$ cat src/sv/ita_pkg.sv
// Shared types, codes and helpers for the integer to ASCII converter.
// No dependencies; every other file in sv/ imports this package.
package ita_pkg;

	localparam int unsigned VALUE_W   = 64;
	localparam int unsigned HALF_W    = 32;
	localparam int unsigned DIGIT_W   = 4;
	localparam int unsigned CHAR_W    = 8;
	localparam int unsigned STACK_D   = 16;
	localparam int unsigned COUNT_W   = $clog2(STACK_D + 1);
	localparam int unsigned BITCNT_W  = $clog2(HALF_W);

	localparam logic [2:0] OP_SDEC = 3'd0;
	localparam logic [2:0] OP_UDEC = 3'd1;
	localparam logic [2:0] OP_OCT  = 3'd2;
	localparam logic [2:0] OP_HEX  = 3'd3;
	localparam logic [2:0] OP_CHAR = 3'd4;

	localparam logic [CHAR_W-1:0] CH_ZERO    = 8'h30;
	localparam logic [CHAR_W-1:0] CH_UPPER_A = 8'h41;
	localparam logic [CHAR_W-1:0] CH_MINUS   = 8'h2D;

	localparam logic [4:0] DEC_BASE = 5'd10;

	typedef enum logic [1:0] {
		RDX_DEC = 2'd0,
		RDX_OCT = 2'd1,
		RDX_HEX = 2'd2
	} radix_t;

	typedef struct packed {
		logic [2:0]         opcode;
		logic [VALUE_W-1:0] value;
	} ita_in_t;

	typedef struct packed {
		logic [CHAR_W-1:0] out_char;
		logic              last;
	} ita_out_t;

	// Status from the digit extractor to the sequencer.
	typedef struct packed {
		logic               done;
		logic               zero;
		logic [DIGIT_W-1:0] digit;
	} div_stat_t;

	function automatic logic [CHAR_W-1:0] digit_to_ascii(input logic [DIGIT_W-1:0] d);
		logic [CHAR_W-1:0] ext;
		ext = {{(CHAR_W-DIGIT_W){1'b0}}, d};
		if (d > 4'd9) begin
			return ext - 8'd10 + CH_UPPER_A;
		end
		return ext + CH_ZERO;
	endfunction

endpackage

$ cat src/sv/ita_digit_div.sv
// Digit extractor: one decimal digit by bit-serial restoring division,
// or one octal/hex digit per cycle while go is held, by shifting. Depends on ita_pkg.
module ita_digit_div (
	input  logic                          clk,
	input  logic                          arst_n,
	input  logic                          load,
	input  logic [ita_pkg::VALUE_W-1:0]   load_value,
	input  ita_pkg::radix_t               load_radix,
	input  logic                          go,
	output ita_pkg::div_stat_t            stat
);
	import ita_pkg::*;

	logic [VALUE_W-1:0]  val_q;
	radix_t              radix_q;
	logic [DIGIT_W-1:0]  rem_q;
	logic [DIGIT_W-1:0]  dig_q;
	logic [BITCNT_W-1:0] cnt_q;
	logic                run_q;
	logic                done_q;

	logic [4:0]          trial;
	logic                ge;
	logic [4:0]          diff;
	logic [DIGIT_W-1:0]  rem_n;

	assign trial = {rem_q, val_q[HALF_W-1]};
	assign ge    = trial >= DEC_BASE;
	assign diff  = trial - DEC_BASE;
	assign rem_n = ge ? diff[DIGIT_W-1:0] : trial[DIGIT_W-1:0];

	always_ff @(posedge clk or negedge arst_n) begin
		if (!arst_n) begin
			run_q  <= 1'b0;
			done_q <= 1'b0;
			cnt_q  <= '0;
		end else begin
			done_q <= 1'b0;
			if (go) begin
				cnt_q <= '0;
				if (radix_q == RDX_DEC) begin
					run_q <= 1'b1;
				end else begin
					done_q <= 1'b1;
				end
			end else if (run_q) begin
				cnt_q <= cnt_q + 1'b1;
				if (cnt_q == BITCNT_W'(HALF_W - 1)) begin
					run_q  <= 1'b0;
					done_q <= 1'b1;
				end
			end
		end
	end

	always_ff @(posedge clk) begin
		if (load) begin
			val_q   <= load_value;
			radix_q <= load_radix;
		end else if (go) begin
			case (radix_q)
				RDX_HEX: begin
					dig_q <= val_q[3:0];
					val_q <= val_q >> 4;
				end
				RDX_OCT: begin
					dig_q <= {1'b0, val_q[2:0]};
					val_q <= val_q >> 3;
				end
				default: begin
					rem_q <= '0;
				end
			endcase
		end else if (run_q) begin
			// shift the next dividend bit into the remainder, quotient bit in at the bottom
			rem_q <= rem_n;
			val_q <= {val_q[VALUE_W-1:HALF_W], val_q[HALF_W-2:0], ge};
			if (cnt_q == BITCNT_W'(HALF_W - 1)) begin
				dig_q <= rem_n;
			end
		end
	end

	assign stat.done  = done_q;
	assign stat.zero  = (val_q == '0);
	assign stat.digit = dig_q;

endmodule

$ cat src/sv/ita_digit_stack.sv
// Last-in first-out shift line for digit codes, least significant pushed first.
// Depends on ita_pkg.
module ita_digit_stack (
	input  logic                        clk,
	input  logic                        push,
	input  logic                        pop,
	input  logic [ita_pkg::DIGIT_W-1:0] push_digit,
	output logic [ita_pkg::DIGIT_W-1:0] top_digit
);
	import ita_pkg::*;

	logic [DIGIT_W-1:0] stk_q [STACK_D];

	always_ff @(posedge clk) begin
		if (push) begin
			stk_q[0] <= push_digit;
			for (int i = 1; i < STACK_D; i++) begin
				stk_q[i] <= stk_q[i-1];
			end
		end else if (pop) begin
			for (int i = 0; i < STACK_D - 1; i++) begin
				stk_q[i] <= stk_q[i+1];
			end
		end
	end

	assign top_digit = stk_q[0];

endmodule

$ cat src/sv/integer_to_ascii_radix.sv
// Top level of the integer to ASCII converter: command sequencer and result register.
// Depends on ita_pkg, ita_digit_div and ita_digit_stack.
//
//   channel  signals               transfer when
//   -------  --------------------  -------------------------------
//   command  start, busy, req      rising edge with start & !busy
//   result   strobe, result        rising edge ending a strobe cycle
//
// A decimal digit takes 32 restoring-division steps over the low word plus
// handoff; an octal or hex digit takes one shift and one push. After the
// digits are found, one character leaves per cycle, a leading minus first.
// Raw character mode answers in the cycle after the transfer and stays idle.
// Reset clears the sequencer and the strobe. The receiver cannot stall;
// results come out as they are formed.
module integer_to_ascii_radix (
	input  logic             clk,
	input  logic             arst_n,
	input  logic             start,
	output logic             busy,
	input  ita_pkg::ita_in_t req,
	output logic             strobe,
	output ita_pkg::ita_out_t result
);
	import ita_pkg::*;

	typedef enum logic [3:0] {
		S_IDLE = 4'b0001,
		S_DIV  = 4'b0010,
		S_SIGN = 4'b0100,
		S_EMIT = 4'b1000
	} state_t;

	state_t             state_q;
	logic [COUNT_W-1:0] count_q;
	logic               neg_q;
	logic               go_q;
	logic               strobe_q;
	ita_out_t           out_q;

	logic               accept;
	logic               conv_op;
	logic               load;
	logic [VALUE_W-1:0] load_value;
	radix_t             load_radix;
	logic [HALF_W-1:0]  low32;
	logic [HALF_W-1:0]  mag;
	logic               push;
	logic               pop;
	logic [COUNT_W-1:0] count_inc;
	logic               finish;
	logic [DIGIT_W-1:0] top_digit;
	div_stat_t          dstat;

	assign busy    = (state_q != S_IDLE);
	assign accept  = start && !busy;
	assign conv_op = (req.opcode == OP_SDEC) || (req.opcode == OP_UDEC) ||
	                 (req.opcode == OP_OCT)  || (req.opcode == OP_HEX);
	assign load    = accept && conv_op;

	// Decode the mode into a starting value; negate a negative signed value, which also
	// turns the signed minimum into its unsigned magnitude.
	assign low32 = req.value[HALF_W-1:0];
	assign mag   = HALF_W'(0) - low32;

	always_comb begin
		load_value = {{(VALUE_W-HALF_W){1'b0}}, low32};
		load_radix = RDX_DEC;
		case (req.opcode)
			OP_SDEC: begin
				if (low32[HALF_W-1]) begin
					load_value = {{(VALUE_W-HALF_W){1'b0}}, mag};
				end
			end
			OP_OCT: begin
				load_radix = RDX_OCT;
			end
			OP_HEX: begin
				load_value = req.value;
				load_radix = RDX_HEX;
			end
			default: begin
			end
		endcase
	end

	assign push      = (state_q == S_DIV) && dstat.done;
	assign pop       = (state_q == S_EMIT);
	assign count_inc = count_q + 1'b1;
	// stop on a zero quotient or a full digit stack
	assign finish    = dstat.zero || (count_inc == COUNT_W'(STACK_D));

	ita_digit_div u_div (
		.clk        (clk),
		.arst_n     (arst_n),
		.load       (load),
		.load_value (load_value),
		.load_radix (load_radix),
		.go         (go_q),
		.stat       (dstat)
	);

	ita_digit_stack u_stack (
		.clk        (clk),
		.push       (push),
		.pop        (pop),
		.push_digit (dstat.digit),
		.top_digit  (top_digit)
	);

	always_ff @(posedge clk or negedge arst_n) begin
		if (!arst_n) begin
			state_q  <= S_IDLE;
			count_q  <= '0;
			go_q     <= 1'b0;
			strobe_q <= 1'b0;
			neg_q    <= 1'b0;
		end else begin
			go_q     <= 1'b0;
			strobe_q <= 1'b0;
			case (state_q)
				S_IDLE: begin
					if (accept && req.opcode == OP_CHAR) begin
						strobe_q <= 1'b1;
					end else if (load) begin
						neg_q   <= (req.opcode == OP_SDEC) && low32[HALF_W-1];
						count_q <= '0;
						go_q    <= 1'b1;
						state_q <= S_DIV;
					end
				end
				S_DIV: begin
					if (dstat.done) begin
						count_q <= count_inc;
						if (finish) begin
							state_q <= neg_q ? S_SIGN : S_EMIT;
						end else begin
							go_q <= 1'b1;
						end
					end
				end
				S_SIGN: begin
					strobe_q <= 1'b1;
					state_q  <= S_EMIT;
				end
				S_EMIT: begin
					strobe_q <= 1'b1;
					count_q  <= count_q - 1'b1;
					if (count_q == COUNT_W'(1)) begin
						state_q <= S_IDLE;
					end
				end
				default: begin
					state_q <= S_IDLE;
				end
			endcase
		end
	end

	// Result payload, held only in S_DIV; strobe marks the valid cycle.
	always_ff @(posedge clk) begin
		case (state_q)
			S_IDLE: begin
				out_q.out_char <= req.value[CHAR_W-1:0];
				out_q.last     <= 1'b1;
			end
			S_SIGN: begin
				out_q.out_char <= CH_MINUS;
				out_q.last     <= 1'b0;
			end
			S_EMIT: begin
				out_q.out_char <= digit_to_ascii(top_digit);
				out_q.last     <= (count_q == COUNT_W'(1));
			end
			default: begin
			end
		endcase
	end

	assign strobe = strobe_q;
	assign result = out_q;

endmodule
$ cat config.mk
export PLATFORM = sky130hd
export DESIGN_NAME = integer_to_ascii_radix
export DESIGN_NICKNAME = d
export VERILOG_FILES = /design/src/sv/ita_pkg.sv /design/src/sv/ita_digit_div.sv /design/src/sv/ita_digit_stack.sv /design/src/sv/integer_to_ascii_radix.sv
export SDC_FILE = /design/constraint.sdc
export NUM_CORES = 1
export LEC_CHECK = 0
export BUFFER_PORTS_ARGS = -buffer_cell sky130_fd_sc_hd__buf_4
export CELL_PAD_IN_SITES_DETAIL_PLACEMENT = 1
export CELL_PAD_IN_SITES_GLOBAL_PLACEMENT = 2
export CORE_UTILIZATION = 42
export CTS_CLUSTER_SIZE = 25
export DETAILED_ROUTE_END_ITERATION = 8
export PLACE_DENSITY_LB_ADDON = 0.05
export SLEW_MARGIN = 20
export SYNTH_ARGS = -nofsm -noshare
export SYNTH_HDL_FRONTEND = slang
export SYNTH_SLANG_ARGS = --single-unit
$ cat constraint.sdc
create_clock -name clk -period 9.17 [get_ports clk]
set_input_delay 1.3755 -clock clk [delete_from_list [all_inputs] [get_ports clk]]
set_output_delay 1.3755 -clock clk [all_outputs]
set_load 0.05 [all_outputs]
==> results.toml <==
[global_routing]
grt_first_pass_wirelength_mm = 37.4
grt_pass1_vias = 7123
grt.total_usage = 0.217
antenna_found_initial = 0
grt-ovfl-total = 0
grt_start_max_net_pins = 79

[floorplanning]
rows = 53
dieHeight_um = 149
core-area_mm2 = 0.0212
die-area_mm2 = 0.0223
io_pins = 81
start_util = 0.431
dieWidth_um = 149

[cts]
cts.repair.resized = 0
insertion_delay_ns = 0.44
h-tree-depth = 4
root_buffer = "clkbuf_16"
cts_buffers = 17
clock-sinks = 166
clk_path_buf_depth = 2
cts_tree = "built"
clk_pin_slew_ns = 0.07
ctsHoldBuffers = 0
cts_setup_buffers = 0

[drt]
wl_per_cell_um = 19.1
wl_met1_mm = 10.4
wl_met3_um = 753
met2_length_mm = 11.7
wl_mm = 23.1
firstDrtPassIters = 4
route.detailed.drc = 0
vias = 6831
top_layer = "met4"
viasPerCell = 5.63
antenna_left = 0
first_iter_violations = 337

[logic_synthesis]
ys_warn_count = 0
synth_top_area_cell = "edfxtp_1"
syn_nets = 952
synth_seq_cells = 166
synth_cells = 867
synth_top_area_frac = 0.484
async_reset_ff_frac = 0.114
synth_cell_types = 59
ys.flop_type = "edfxtp_1"
ys_top_cells_by_area = "edfxtp_1, nand2_1, mux2i_1"
avgSynthCellArea_um2 = 10.5
synthesis.area_mm2 = 0.00911
synth-edff-count = 147
ys_seq_area_frac = 0.537

[power_and_ir_drop]
combPwrFrac = 0.271
p_sw_mw = 0.969
swShare = 0.352
power_mw = 2.75
p_leak_nw = 3.82
share_clk_of_total_power = 0.267
vdd_drop_max_mv = 0.102
p_seq_frac = 0.462
power.internal_mw = 1.79
powerDensity_mw_per_mm2 = 260

[setup_path]
worstPathRequired_ns = 9.32
crit_fanout = 25
endpoint_kind = "flop"
worst-setup-path-type = "primary input to flop"
worstSetupStartpointType = "primary input"
rr_worst_depth = 5
arrival_ns = 3.51

[timing]
tightest_slew_ns = 0.934
finalWorstPathRequiredPeriod_ns = 3.36
hold_violations = 0
max_slew_margin = 0.376
rsz0062_at_grt = "false"
tns_ns = 0
fin_crit_sh = 0.367
max_freq_mhz = 297
finalMaxSlewViolations = 0
finClkSkew_ns = 0.0117
finalSetupViolations = 0

[hold_path]
hp-class = "flop to flop"
whs_path_depth = 0

[finish]
final_net_count = 1011
diodes = 0
area_growth_pct = 16.1
drive_above_1_share = 0.176

[placed_design]
dpl.hpwl_mm = 16.2
numPortBuffers = 80
routabilityCongestion = 0.831

[outcome]
status = "finished clean"

[flow_run]
max_cap_violations = 0
[state kept, by name, summed over array words and instances, names as in the netlist, 2 cells and up]
register / count
u_div.cnt_q: 5
u_div.dig_q: 4
u_div.radix_q: 2
result: 9
count_q: 5
u_div.rem_q: 4
state_q: 4
u_stack.stk_q: 64
u_div.val_q: 64
[area by class of cell]
class | count | area [um^2]
clock buffer | 17 | 425
clock inverter | 15 | 170
fill | 2320 | 10600
inverter | 24 | 90.1
multi-input combinational | 629 | 3980
sequential | 166 | 4890
tap | 275 | 344
timing repair buffer | 88 | 681
[metal layers]
layer,track usage,vias to the layer above
met5,0,-
met4,0.0612,0
met3,0.0379,26
met2,0.372,122
met1,0.280,3398
li1,-,3285
[cells in the mapped netlist (2+ instances only)]
library cell    n
nor4_1         18
o211ai_1       30
o31ai_1         6
nand2_1       201
buf_1           8
mux2_2         21
ha_1           15
and2_1          8
a21o_1          3
a21oi_1        26
xor2_1         11
o41ai_1         4
nor4_4          3
clkinv_1        2
nor2_1         32
nand4_1         5
dfrtp_1        18
nand3_1         8
or3b_2          2
nor3b_1         2
inv_1          22
mux2i_1        64
a211oi_1        2
clkbuf_1       32
or4_1           2
edfxtp_1      147
a31oi_1        13
and3_1          2
nor3_1         10
o22ai_1         3
xnor2_1        26
buf_2           7
o21ai_1         6
a22oi_1         2
or4_4           4
nand3b_1        2
nor4b_1         2
o21ai_0        77
[through the flow]
step | utilization | setup slack (ns) | cells | area (um^2) | hold WS [ns]
6_report | 0.500 | 5.81 | 1214 | 10600 | 0.468
4_1_cts | 0.499 | 5.86 | 1213 | 10500 | 0.466
5_1_grt | 0.500 | 5.70 | 1214 | 10600 | 0.474
3_3_place_gp | 0.470 | 5.52 | 1181 | 9950 | 0.431
3_5_place_dp | 0.470 | 5.39 | 1181 | 9950 | 0.443
2_1_floorplan | - | 5.76 | 867 | 9110 | 0.420
[cells by family after synthesis]
group	share of synthesized area
AO/OA/AOI/OAI	0.120
XOR/XNOR	0.0356
adder cells (fa/ha/maj)	0.0206
buffers and inverters	0.0307
flip-flops	0.537
multiplexers	0.0962
AND/OR/NAND/NOR	0.160
[power by group through the flow]
stage	combinational, mW	sequential (mW)	clock (mW)
floorplan	0.491	1.27	0
global placement	0.718	1.27	0
detailed placement	0.751	1.29	0
CTS	0.756	1.27	0.749
global route	0.834	1.30	0.774
finish	0.747	1.27	0.735
[critical path, cell delays in order]
cell and delay, ns:
buf_4 0.12, nor3_1 0.57, nand2_1 0.72, a41oi_1 0.48, xnor2_1 0.16, o21ai_0 0.08
[layout by cell type (no fill, tap or decap), drive strengths merged, types with 3 or more instances in the layout]
master | netlist | routed
dfrtp | 18 | 18
and2 | 9 | 9
ha | 15 | 15
xor2 | 11 | 11
nand4 | 5 | 5
mux2 | 21 | 21
nand2 | 202 | 202
o22ai | 4 | 4
clkinv | 2 | 9
o211ai | 30 | 30
nor4 | 21 | 21
clkbuf | 33 | 17
o21ai | 83 | 83
a21o | 3 | 3
a31oi | 13 | 13
nand3 | 8 | 8
xnor2 | 26 | 26
o31ai | 6 | 6
nor2 | 32 | 32
nor4b | 4 | 4
mux2i | 64 | 64
or4 | 6 | 6
edfxtp | 147 | 147
o41ai | 4 | 4
inv | 22 | 27
buf | 15 | 88
nor3 | 11 | 11
a21oi | 26 | 26
[path summary, 6_finish.rpt]
path / startpoint / end / slack (ns)
worst max-delay path: req[66] / u_div.val_q[30]$_DFFE_PP_ / 5.81
worst min register to register: u_stack.stk_q[14][3]$_DFFE_PP_ / u_stack.stk_q[15][3]$_DFFE_PP_ / 0.47
max in group asynchronous: arst_n / state_q[0]$_DFFE_PN1P_ / 8.08
worst min-delay path: u_stack.stk_q[14][3]$_DFFE_PP_ / u_stack.stk_q[15][3]$_DFFE_PP_ / 0.47
worst max register to register: state_q[0]$_DFFE_PN1P_ / u_div.val_q[55]$_DFFE_PP_ / 6.40
min in group asynchronous: arst_n / count_q[2]$_DFFE_PN0P_ / 0.82
(Power assumes the default switching activity.)
